`src/sv/pgar_pkg.sv`:
```
// shared types and constants of the page allocator
// no dependencies
`default_nettype none

package pgar_pkg;

    localparam int NUM_PAGES  = 1024;
    localparam int PAGE_W     = $clog2(NUM_PAGES);
    localparam int DEPTH_W    = PAGE_W + 1;
    localparam int PAGE_SHIFT = 12;
    localparam int ADDR_W     = 40;
    localparam int FIRST_W    = 10;
    localparam int CNT_W      = 8;
    localparam int OP_W       = 2;
    localparam int STATUS_W   = 3;
    localparam int CFG_IDX_W  = 1;

    // ops
    localparam logic [OP_W-1:0] OP_ALLOC  = 2'd0;
    localparam logic [OP_W-1:0] OP_FREE   = 2'd1;
    localparam logic [OP_W-1:0] OP_INCREF = 2'd2;
    localparam logic [OP_W-1:0] OP_INIT   = 2'd3;

    // status codes
    localparam logic [STATUS_W-1:0] ST_OK        = 3'd0;
    localparam logic [STATUS_W-1:0] ST_OOM       = 3'd1;
    localparam logic [STATUS_W-1:0] ST_BAD_ADDR  = 3'd2;
    localparam logic [STATUS_W-1:0] ST_OVERFLOW  = 3'd3;
    localparam logic [STATUS_W-1:0] ST_UNDERFLOW = 3'd4;

    // config register indexes
    localparam logic [CFG_IDX_W-1:0] CFG_REGION_BASE = 1'd0;
    localparam logic [CFG_IDX_W-1:0] CFG_FIRST_PAGE  = 1'd1;

    // region bounds carry one extra bit so the top never wraps
    localparam logic [ADDR_W-1:0] REGION_BASE_RST = 40'h00_8000_0000;
    localparam logic [ADDR_W:0]   REGION_SPAN     = (ADDR_W+1)'(NUM_PAGES) << PAGE_SHIFT;

    localparam logic [CNT_W-1:0] CNT_ONE = 8'd1;
    localparam logic [CNT_W-1:0] CNT_MAX = 8'hFF;

    typedef struct packed {
        logic                cnt_we;
        logic [PAGE_W-1:0]   cnt_addr;
        logic [CNT_W-1:0]    cnt_data;
        logic                stk_we;
        logic [PAGE_W-1:0]   stk_addr;
        logic [PAGE_W-1:0]   stk_data;
        logic [DEPTH_W-1:0]  depth;
    } upd_t;

    typedef struct packed {
        logic [ADDR_W-1:0]   page_address;
        logic [STATUS_W-1:0] status;
        logic                page_freed;
        logic [CNT_W-1:0]    count_after;
    } res_t;

endpackage

`default_nettype wire

```
`src/sv/pgar_exec.sv`:
```
// per-op modify stage: turns read data and latched item into writes and a result
// depends on pgar_pkg
`default_nettype none

module pgar_exec (
    input  wire logic [pgar_pkg::OP_W-1:0]    op,
    input  wire logic [pgar_pkg::ADDR_W-1:0]  addr,
    input  wire logic [pgar_pkg::PAGE_W-1:0]  idx,
    input  wire logic [pgar_pkg::CNT_W-1:0]   cnt_rd,
    input  wire logic [pgar_pkg::PAGE_W-1:0]  stk_rd,
    input  wire logic [pgar_pkg::DEPTH_W-1:0] depth,
    input  wire logic [pgar_pkg::ADDR_W-1:0]  region_base,
    input  wire logic [pgar_pkg::ADDR_W:0]    low_bound,
    input  wire logic [pgar_pkg::ADDR_W:0]    top_bound,
    output pgar_pkg::upd_t                    upd,
    output pgar_pkg::res_t                    res
);

    localparam int PAD_W = pgar_pkg::ADDR_W - pgar_pkg::PAGE_W - pgar_pkg::PAGE_SHIFT;

    logic [pgar_pkg::ADDR_W:0]  addr_x;
    logic [pgar_pkg::CNT_W-1:0] cnt_dec;
    logic [pgar_pkg::CNT_W-1:0] cnt_inc;
    logic                       misaligned;
    logic                       stack_full;

    assign addr_x     = {1'b0, addr};
    assign cnt_dec    = cnt_rd - pgar_pkg::CNT_ONE;
    assign cnt_inc    = cnt_rd + pgar_pkg::CNT_ONE;
    assign misaligned = |addr[pgar_pkg::PAGE_SHIFT-1:0];
    assign stack_full = (depth >= pgar_pkg::DEPTH_W'(pgar_pkg::NUM_PAGES));

    always_comb
    begin
        upd          = '0;
        upd.depth    = depth;
        upd.cnt_addr = idx;
        upd.stk_addr = depth[pgar_pkg::PAGE_W-1:0];
        upd.stk_data = idx;
        res          = '0;
        res.status   = pgar_pkg::ST_OK;
        case (op)
            pgar_pkg::OP_ALLOC:
            begin
                if (depth == '0)
                begin
                    res.status = pgar_pkg::ST_OOM;
                end
                else
                begin
                    upd.depth        = depth - 1'b1;
                    upd.cnt_we       = 1'b1;
                    upd.cnt_addr     = stk_rd;
                    upd.cnt_data     = pgar_pkg::CNT_ONE;
                    res.page_address = region_base +
                        {{PAD_W{1'b0}}, stk_rd, {pgar_pkg::PAGE_SHIFT{1'b0}}};
                    res.count_after  = pgar_pkg::CNT_ONE;
                end
            end
            pgar_pkg::OP_FREE:
            begin
                if (misaligned || addr_x < low_bound || addr_x >= top_bound)
                begin
                    res.status = pgar_pkg::ST_BAD_ADDR;
                end
                else if (cnt_rd == '0)
                begin
                    res.status = pgar_pkg::ST_UNDERFLOW;
                end
                else
                begin
                    upd.cnt_we      = 1'b1;
                    upd.cnt_data    = cnt_dec;
                    res.count_after = cnt_dec;
                    // last reference gone: push back unless the stack is full
                    if (cnt_dec == '0 && !stack_full)
                    begin
                        upd.stk_we     = 1'b1;
                        upd.depth      = depth + 1'b1;
                        res.page_freed = 1'b1;
                    end
                end
            end
            pgar_pkg::OP_INCREF:
            begin
                if (addr < region_base)
                begin
                    res.status = pgar_pkg::ST_OK;
                end
                else if (addr_x >= top_bound)
                begin
                    res.status = pgar_pkg::ST_BAD_ADDR;
                end
                else if (cnt_rd == pgar_pkg::CNT_MAX)
                begin
                    res.status      = pgar_pkg::ST_OVERFLOW;
                    res.count_after = pgar_pkg::CNT_MAX;
                end
                else
                begin
                    upd.cnt_we      = 1'b1;
                    upd.cnt_data    = cnt_inc;
                    res.count_after = cnt_inc;
                end
            end
            default:
            begin
                // init: the sweep did the work, result is all zero
                res.status = pgar_pkg::ST_OK;
            end
        endcase
    end

endmodule

`default_nettype wire

```
`config.mk`:
```
export PLATFORM = sky130hd
export DESIGN_NAME = pgar_exec
export DESIGN_NICKNAME = d
export VERILOG_FILES = /design/src/sv/pgar_pkg.sv /design/src/sv/pgar_exec.sv
export SDC_FILE = /design/constraint.sdc
export NUM_CORES = 1
export LEC_CHECK = 0
export BUFFER_PORTS_ARGS = -buffer_cell sky130_fd_sc_hd__buf_2
export CAP_MARGIN = 20
export CORE_UTILIZATION = 30
export DETAILED_ROUTE_END_ITERATION = 8
export GPL_TIMING_DRIVEN = 1
export SLEW_MARGIN = 25
export SYNTH_ARGS = -nofsm -noshare
export SYNTH_HDL_FRONTEND = slang
export SYNTH_SLANG_ARGS = --single-unit
export TNS_END_PERCENT = 1
```
`constraint.sdc`:
```
create_clock -name vclk -period 3
set_input_delay 0.3 -clock vclk [all_inputs]
set_output_delay 0.3 -clock vclk [all_outputs]
set_load 0.01 [all_outputs]
```
### Word-level counts from Yosys, hierarchy flattened

Index checks and enable logic that the tools add are counted.

* bits of input ports: 203
* output and inout port bits: 103
* flip-flop bits (word level): 0
* word-level logic and storage cells: 59

* $lt $le $gt $ge: 4
* equal/unequal tests: 3
* mux-type cells: 38
* reductions and logical operators: 9
* $add $sub $neg: 5

Operators with widths (count)
* 2-to-1 mux 40 bit: 2
* 2-to-1 mux 8 bit: 6
* case mux 8 bit (3 select lines): 2
* 2-to-1 mux 11 bit: 4
* greater-or-equal comparator 40 x 41 -> 1 bit: 1
* less-than comparator 40 x 41 -> 1 bit: 1
* adder 40 x 22 -> 40 bit: 1
* less-than comparator 40 bit: 1
* 2-to-1 mux 9 bit: 4
* case mux 11 bit (2 select lines): 1
* 2-to-1 mux 19 bit: 1
* logical NOT 8 bit: 2
* OR reduction 12 bit: 1
* adder 11 x 1 -> 11 bit (second input constant): 1
* greater-or-equal comparator 11 bit (second input constant): 1
* logical NOT 11 bit: 1
* subtractor 11 x 1 -> 11 bit (second input constant): 1
* 2-to-1 mux 1 bit: 10
* 2-to-1 mux 10 bit: 1
* case mux 3 bit (3 select lines): 1
* adder 8 x 1 -> 8 bit (second input constant): 1
* equality test 8 bit (second input constant): 1
* subtractor 8 x 1 -> 8 bit (second input constant): 1
* 2-to-1 mux 2 bit: 3
* 8 further kinds: 10

### Depth between registers and ports, before layout

Gate-level depths: netlist of the first run.

* word-level depth: 7
* mapped depth: 12
* depth with buffers taken out: 10

### Worst setup path before layout of the first run

OpenSTA, ideal clock, no wires.

* kind: input to output
* start point: input port stk_rd[0] (netlist name)
* end point: output port res[44] (netlist name)
* buffers on the path: 0
* required time: 2700 ps
* slack: 73 ps
* arrival: 2627 ps
* stages on the path: 10
* path through: ha_1 fa_1 a21o_1 a21oi_1 o21bai_1 a2111oi_0 o31ai_2 nand4_1 xnor2_1 nor2_1

RTL lines
* start: declaration: line pgar_exec.sv:10 `input wire logic [pgar_pkg::PAGE_W-1:0] stk_rd,`
* end: declaration: line pgar_exec.sv:16 `output pgar_pkg::res_t res`

==> results of run 1 <==
[where the power goes]
group          switching (W)  internal (W)
sequential                 0             0
combinational       0.000615      0.000553
clock                      0             0
[layout make-up]
type               instances  share of cell area [%]
well taps                225                    3.28
repair buffers           443                    31.2
multi-input cells        634                    59.6
inverters                135                    5.90
[metal layers]
metal	vias up	GRT usage, %	part of all wire [%]
li1	3674	-	-
met1	3296	27.3	42
met2	285	43.8	49
met3	36	2.39	6.1
met4	0	6.85	3.0
met5	-	0	0
[stage by stage]
| stage | area (sq um) | utilization [%] | power [W] |
|---|---|---|---|
| global placement | 7990 | 45.7 | 0.00106 |
| floorplan | 5420 | - | 0.000541 |
| CTS | 8470 | 48.4 | 0.00115 |
| finish | 8580 | 49.1 | 0.00117 |
| detailed placement | 7990 | 45.7 | 0.00107 |
| global route | 8580 | 49.1 | 0.00130 |
[worst max-delay path, delay by kind of cell]
family,cells,cell delay [ns]
compound gates,5,0.74
simple gates,2,0.51
fa+ha+maj,1,0.30
buf+inv,7,1.03
[path summary, 6_finish.rpt]
| path | start | endpoint | slack [ns] | cells after the start |
|---|---|---|---|---|
| setup / recovery | addr[22] | upd[35] | -0.18 | 15 |
| hold / removal | idx[9] | upd[20] | 0.80 | 2 |
[placed cells by master (no fill, tap or decap), drive strengths merged, types with 15 or more instances in the layout]
cell type	instances
nand4	22
a21oi	61
nor4	15
nand3	32
xnor2	24
o21ai	36
ha	133
inv	135
nand2	81
buf	443
nor3	21
nor2	58
[kinds of logic (layout without fill, tap and decap cells)]
group | Yosys count | in the layout
compound gates | 179 | 179
xor+xnor | 28 | 28
fa+ha+maj | 134 | 134
buf+inv | 175 | 578
mux | 7 | 7
simple gates | 286 | 286
[what timing repair did]
item,4_1_cts,5_1_grt
buffers inserted,5,0
pin swaps,30,15
gates cloned,1,0
endpoints found under the setup margin,52,47
gates resized for setup,88,23
==> results by group, run 1 <==
Yosys
  • Synth area leaders: ha_1, inv_1, a21oi_1, nand2_1, nor2_1
  • Post-synthesis cell count: 809
  • Synth Area in Adders: 31.1%
  • Post-synth top area share: 30.7%
  • Commonest cells in the netlist: inv_1, ha_1, nand2_1, a21oi_1, nor2_1
  • Count leader, synth: inv_1
  • Simple-gate area share of the yosys netlist: 27.5%
  • Synth Cell Area: 0.00542 sq mm
  • Yosys cell types: 64
  • Post-synth top area cell: ha_1
  • Seq/Total Area, Yosys: 0%
  • Syn Nets: 1146
  • Synth Warn #: 0
  • Post-synthesis mux area share: 1.29%
  • Mean Syn Cell Area: 6.70 sq um
  • Post-Synth XOR/XNOR Area: 4.53%
  • Largest family of logic cells by synthesized area: adder cells
  • Synth Area in Compound Gates: 21.3%

Floorplanning
  • Die Area: 0.0186 sq mm
  • Initial Util: 31.0%
  • CORE AREA: 0.0175 sq mm
  • Std-Cell Rows: 48
  • Die height: 136 microns
  • Ports: 306
  • Die width: 136 microns

Placed design
  • Dpl cells: 1431
  • Pre-CTS setup slack: -0.467 ns
  • Port Buffers: 306
  • Post-DP HPWL: 19800 microns
  • GPL Wtd Cong: 0.943

Worst setup path
  • Slowest stage cell on the critical path: o211ai_1
  • Crit. End Element: output pin
  • Critical Path, Cell by Cell: buf_2 > buf_4 > ha_1 > and4_1 > a221oi_1 > buf_4 > o211ai_1 > a41oi_2 > buf_12 > buf_6 > nor4_4 > buf_4 > o221ai_1 > o211ai_1 > buf_2
  • CP peak stage delay: 0.34 ns
  • WP data arrival: 2.88 ns
  • Worst Path Required: 2.70 ns
  • Worst setup SP type: input pin
  • Crit path kind: input pin to output pin
  • Crit Path Max Fanout: 5
  • Most frequent CP cell: buf_4

Detailed routing
  • # DRC: 0
  • Vias per inst: 5.07
  • First-pass DRT Iterations: 5
  • WL final: 22600 microns
  • DR iter-0 viols: 284
  • DR vias: 7291
  • ANT nets after route: 0
  • Wirelength per Cell: 15.7 microns

STA
  • RSZ-0062 raised after global routing: true
  • Worst setup margin: -0.184 ns
  • Rel. slew slack: 60.8%
  • Slew Viols, Final: 0
  • Fmax: 314 MHz
  • Hold Violations, Final: 0
  • Final worst-path cycle share: 106%
  • Slew @ Worst Pin: 0.582 ns
  • Final setup viols: 25
  • Hold_ws: 0.799 ns
  • Post-layout min period: 3.18 ns
  • Setup TNS: -2.51 ns

Global route
  • Grt ovf: 0
  • Initial antenna violation count: 0
  • Vias in the first global route: 6939
  • First-pass GRT wire length: 34200 microns
  • Total track usage: 23.3%
  • Largest net degree at the start of global routing: 19

Pwr
  • Peak VDD IR: 0.0000671 V
  • Power Density: 136 mW/mm^2
  • P_leak: 4.83 nW

Final layout
  • Layout area overhead: 58.4%
  • Clock buf count: 0
  • Layout cell share with drive strength beyond 1: 42.9%
  • Non-filler instance count after layout: 1437
  • Final net count: 1551
  • # fillers: 1798
  • Seq. cell area: 0 sq um
  • Multi-input logic area: 0.00511 sq mm
  • Seq_cells: 0
  • Diode count: 0

Clocking
  • Cts hold-fix bufs: 0

Outcome
  • Failing checks: setup timing
  • Outcome: finished with violations

Hold path
  • HP Class: input pin to output pin

Job
  • Max Cap Viol: 0
Note: power is estimated with default switching activity, not from simulation.
==> run 2, diff against run 1 <==
--- a/config.mk
+++ b/config.mk
@@ -5,8 +5,9 @@
 export SDC_FILE = /design/constraint.sdc
 export NUM_CORES = 1
 export LEC_CHECK = 0
-export BUFFER_PORTS_ARGS = -buffer_cell sky130_fd_sc_hd__buf_2
+export BUFFER_PORTS_ARGS = -buffer_cell sky130_fd_sc_hd__clkbuf_2
 export CAP_MARGIN = 20
+export CORE_ASPECT_RATIO = 1.75
 export CORE_UTILIZATION = 30
 export DETAILED_ROUTE_END_ITERATION = 8
 export GPL_TIMING_DRIVEN = 1
==> run 2 against run 1 <==
The flow still finishes with violations (setup timing). Count of clock-buffer cells in the layout unchanged. Final cell count increased by 0.56%. Combinational power increased by 4%. Critical path type unchanged. Critical endpoint unchanged. Highest routed layer unchanged.
==> results by group, run 2 (synthesis gave the netlist of run 1 again) <==
Final layout
  • Clock buf count: 0 (unchanged)
  • Final core utilization: 50.5% (+1.4 points)
  • Final net count: 1553 (+0.13%)
  • Layout area overhead: 63.5%
  • Non-filler instance count after layout: 1445 (+0.56%)
  • Layout cell share with drive strength beyond 1: 44.4% (+1.5 points)
  • Seq. cell area: 0 sq um (unchanged)
  • Most frequent cells in the layout: clkbuf_2, inv_1, buf_4, ha_1, nand2_1
  • Seq_cells: 0 (unchanged)
  • Most common cell after layout, fill and taps aside: clkbuf_2
  • Diode count: 0 (unchanged)

STA
  • Final worst-path cycle share: 104% (-1.8 points)
  • Slew @ Worst Pin: 0.569 ns (-0.0137 ns)
  • Post-layout min period: 3.13 ns (-0.0546 ns)
  • Slew Viols, Final: 0 (unchanged)
  • RSZ-0062 raised after global routing: true
  • Rel. slew slack: 61.8% (+0.92 points)
  • Worst setup margin: -0.129 ns (+0.0546 ns)
  • Final setup viols: 22 (-12%)
  • Fmax: 320 MHz (+1.7%)
  • Hold Violations, Final: 0 (unchanged)

Detailed routing
  • Vias per inst: 5.05 (-0.39%)
  • First-pass DRT Iterations: 4 (-1)
  • DR vias: 7303 (+0.16%)
  • # DRC: 0 (unchanged)
  • Wirelength per Cell: 16.2 microns (+3.2%)
  • DR iter-0 viols: 211 (-26%)
  • ANT nets after route: 0 (unchanged)
  • WL final: 23500 microns (+3.7%)

Worst setup path
  • Worst setup SP type: input pin
  • WP data arrival: 2.83 ns (-0.05 ns)
  • Crit path kind: input pin to output pin
  • Crit. End Element: output pin
  • Crit Path Max Fanout: 7 (+2)
  • Worst Path Required: 2.70 ns (about the same)

Placed design
  • Post-DP HPWL: 20400 microns (+3.4%)
  • GPL Wtd Cong: 0.932 (-1.2%)
  • Dpl cells: 1436 (+0.35%)
  • Pre-CTS setup slack: -0.607 ns (-0.140 ns)
  • Port Buffers: 306 (unchanged)

Outcome
  • Outcome: finished with violations
  • Failing checks: setup timing

Global route
  • Initial antenna violation count: 0 (unchanged)
  • Grt ovf: 0 (unchanged)
  • Vias in the first global route: 7319 (+5.5%)
  • Largest net degree at the start of global routing: 26 (+7)
  • Total track usage: 23.6% (+0.30 points)
  • First-pass GRT wire length: 35400 microns (+3.5%)

Pwr
  • P_leak: 4.89 nW (+1.1%)
  • Power Density: 138 mW/mm^2 (+1.6%)
  • Peak VDD IR: 0.0000801 V (+19%)

Floorplanning
  • Die height: 180 microns (+32%)
  • Std-Cell Rows: 64 (+33%)
  • Initial Util: 30.9% (-0.11 points)
  • Ports: 306 (unchanged)
  • Die Area: 0.0186 sq mm (+0.11%)
  • Die width: 104 microns (-24%)
  • CORE AREA: 0.0175 sq mm (+0.34%)

Clocking
  • Cts hold-fix bufs: 0 (unchanged)

Job
  • Max Cap Viol: 0 (unchanged)

Hold path
  • HP Class: input pin to output pin
[run 2: cell types whose count changed in the layout (fill, tap and decap cells not counted), sizes merged]
cell,delta
buf,-282
clkbuf,+284
[run 2: layout make-up]
type	instances	area (sq um)
fillers	1787	8680
multi-input cells	634	5300
well taps	231	289
inverters	135	507
repair buffers	445	2760
[run 2: what timing repair did]
action                     CTS  global route
pin swaps                   22            49
setup endpoints to repair   51            50
gates resized for setup     55            93
setup buffers                1             7
cloned                       1             2
[run 2: critical path: stages]
cell and delay [ns]:
clkbuf_2 0.14, buf_6 0.15, ha_4 0.21, nand4_1 0.10, buf_4 0.16, a2111oi_4 0.06
nor4_4 0.33, buf_4 0.18, nand3_4 0.07, buf_12 0.16, buf_8 0.12, a21oi_4 0.23
buf_12 0.16, a22oi_1 0.06, o211ai_1 0.24, buf_2 0.18
[run 2: final timing paths]
kind | start | endpoint | slack (ns) | depth (start not counted)
worst min-delay path | idx[4] | upd[15] | 0.80 | 2
worst max-delay path | addr[35] | upd[35] | -0.13 | 16
[run 2: power by group]
part           leakage [nW]  internal, W  switching (W)
clock network             0            0              0
registers                 0            0              0
logic                  4.89     0.000581       0.000644
total                  4.89     0.000581       0.000644
[run 2: stage by stage]
stage	total power (W)	setup TNS, ns	area (sq um)	hold WS [ns]
floorplan	0.000541	0	5420	0.680
CTS	0.00114	-4.01	8290	0.803
global route	0.00135	-4.75	8850	0.807
global placement	0.00107	-14.31	8010	0.801
finish	0.00122	-1.36	8850	0.803
detailed placement	0.00109	-16.67	8010	0.802
[run 2: metal layers]
layer	vias to the layer above	global-route usage, %	wire length [microns]
li1	3671	-	-
met1	3284	21.9	8030
met2	284	50.0	13200
met3	64	1.78	1030
met4	0	10.9	1200
met5	-	0	0
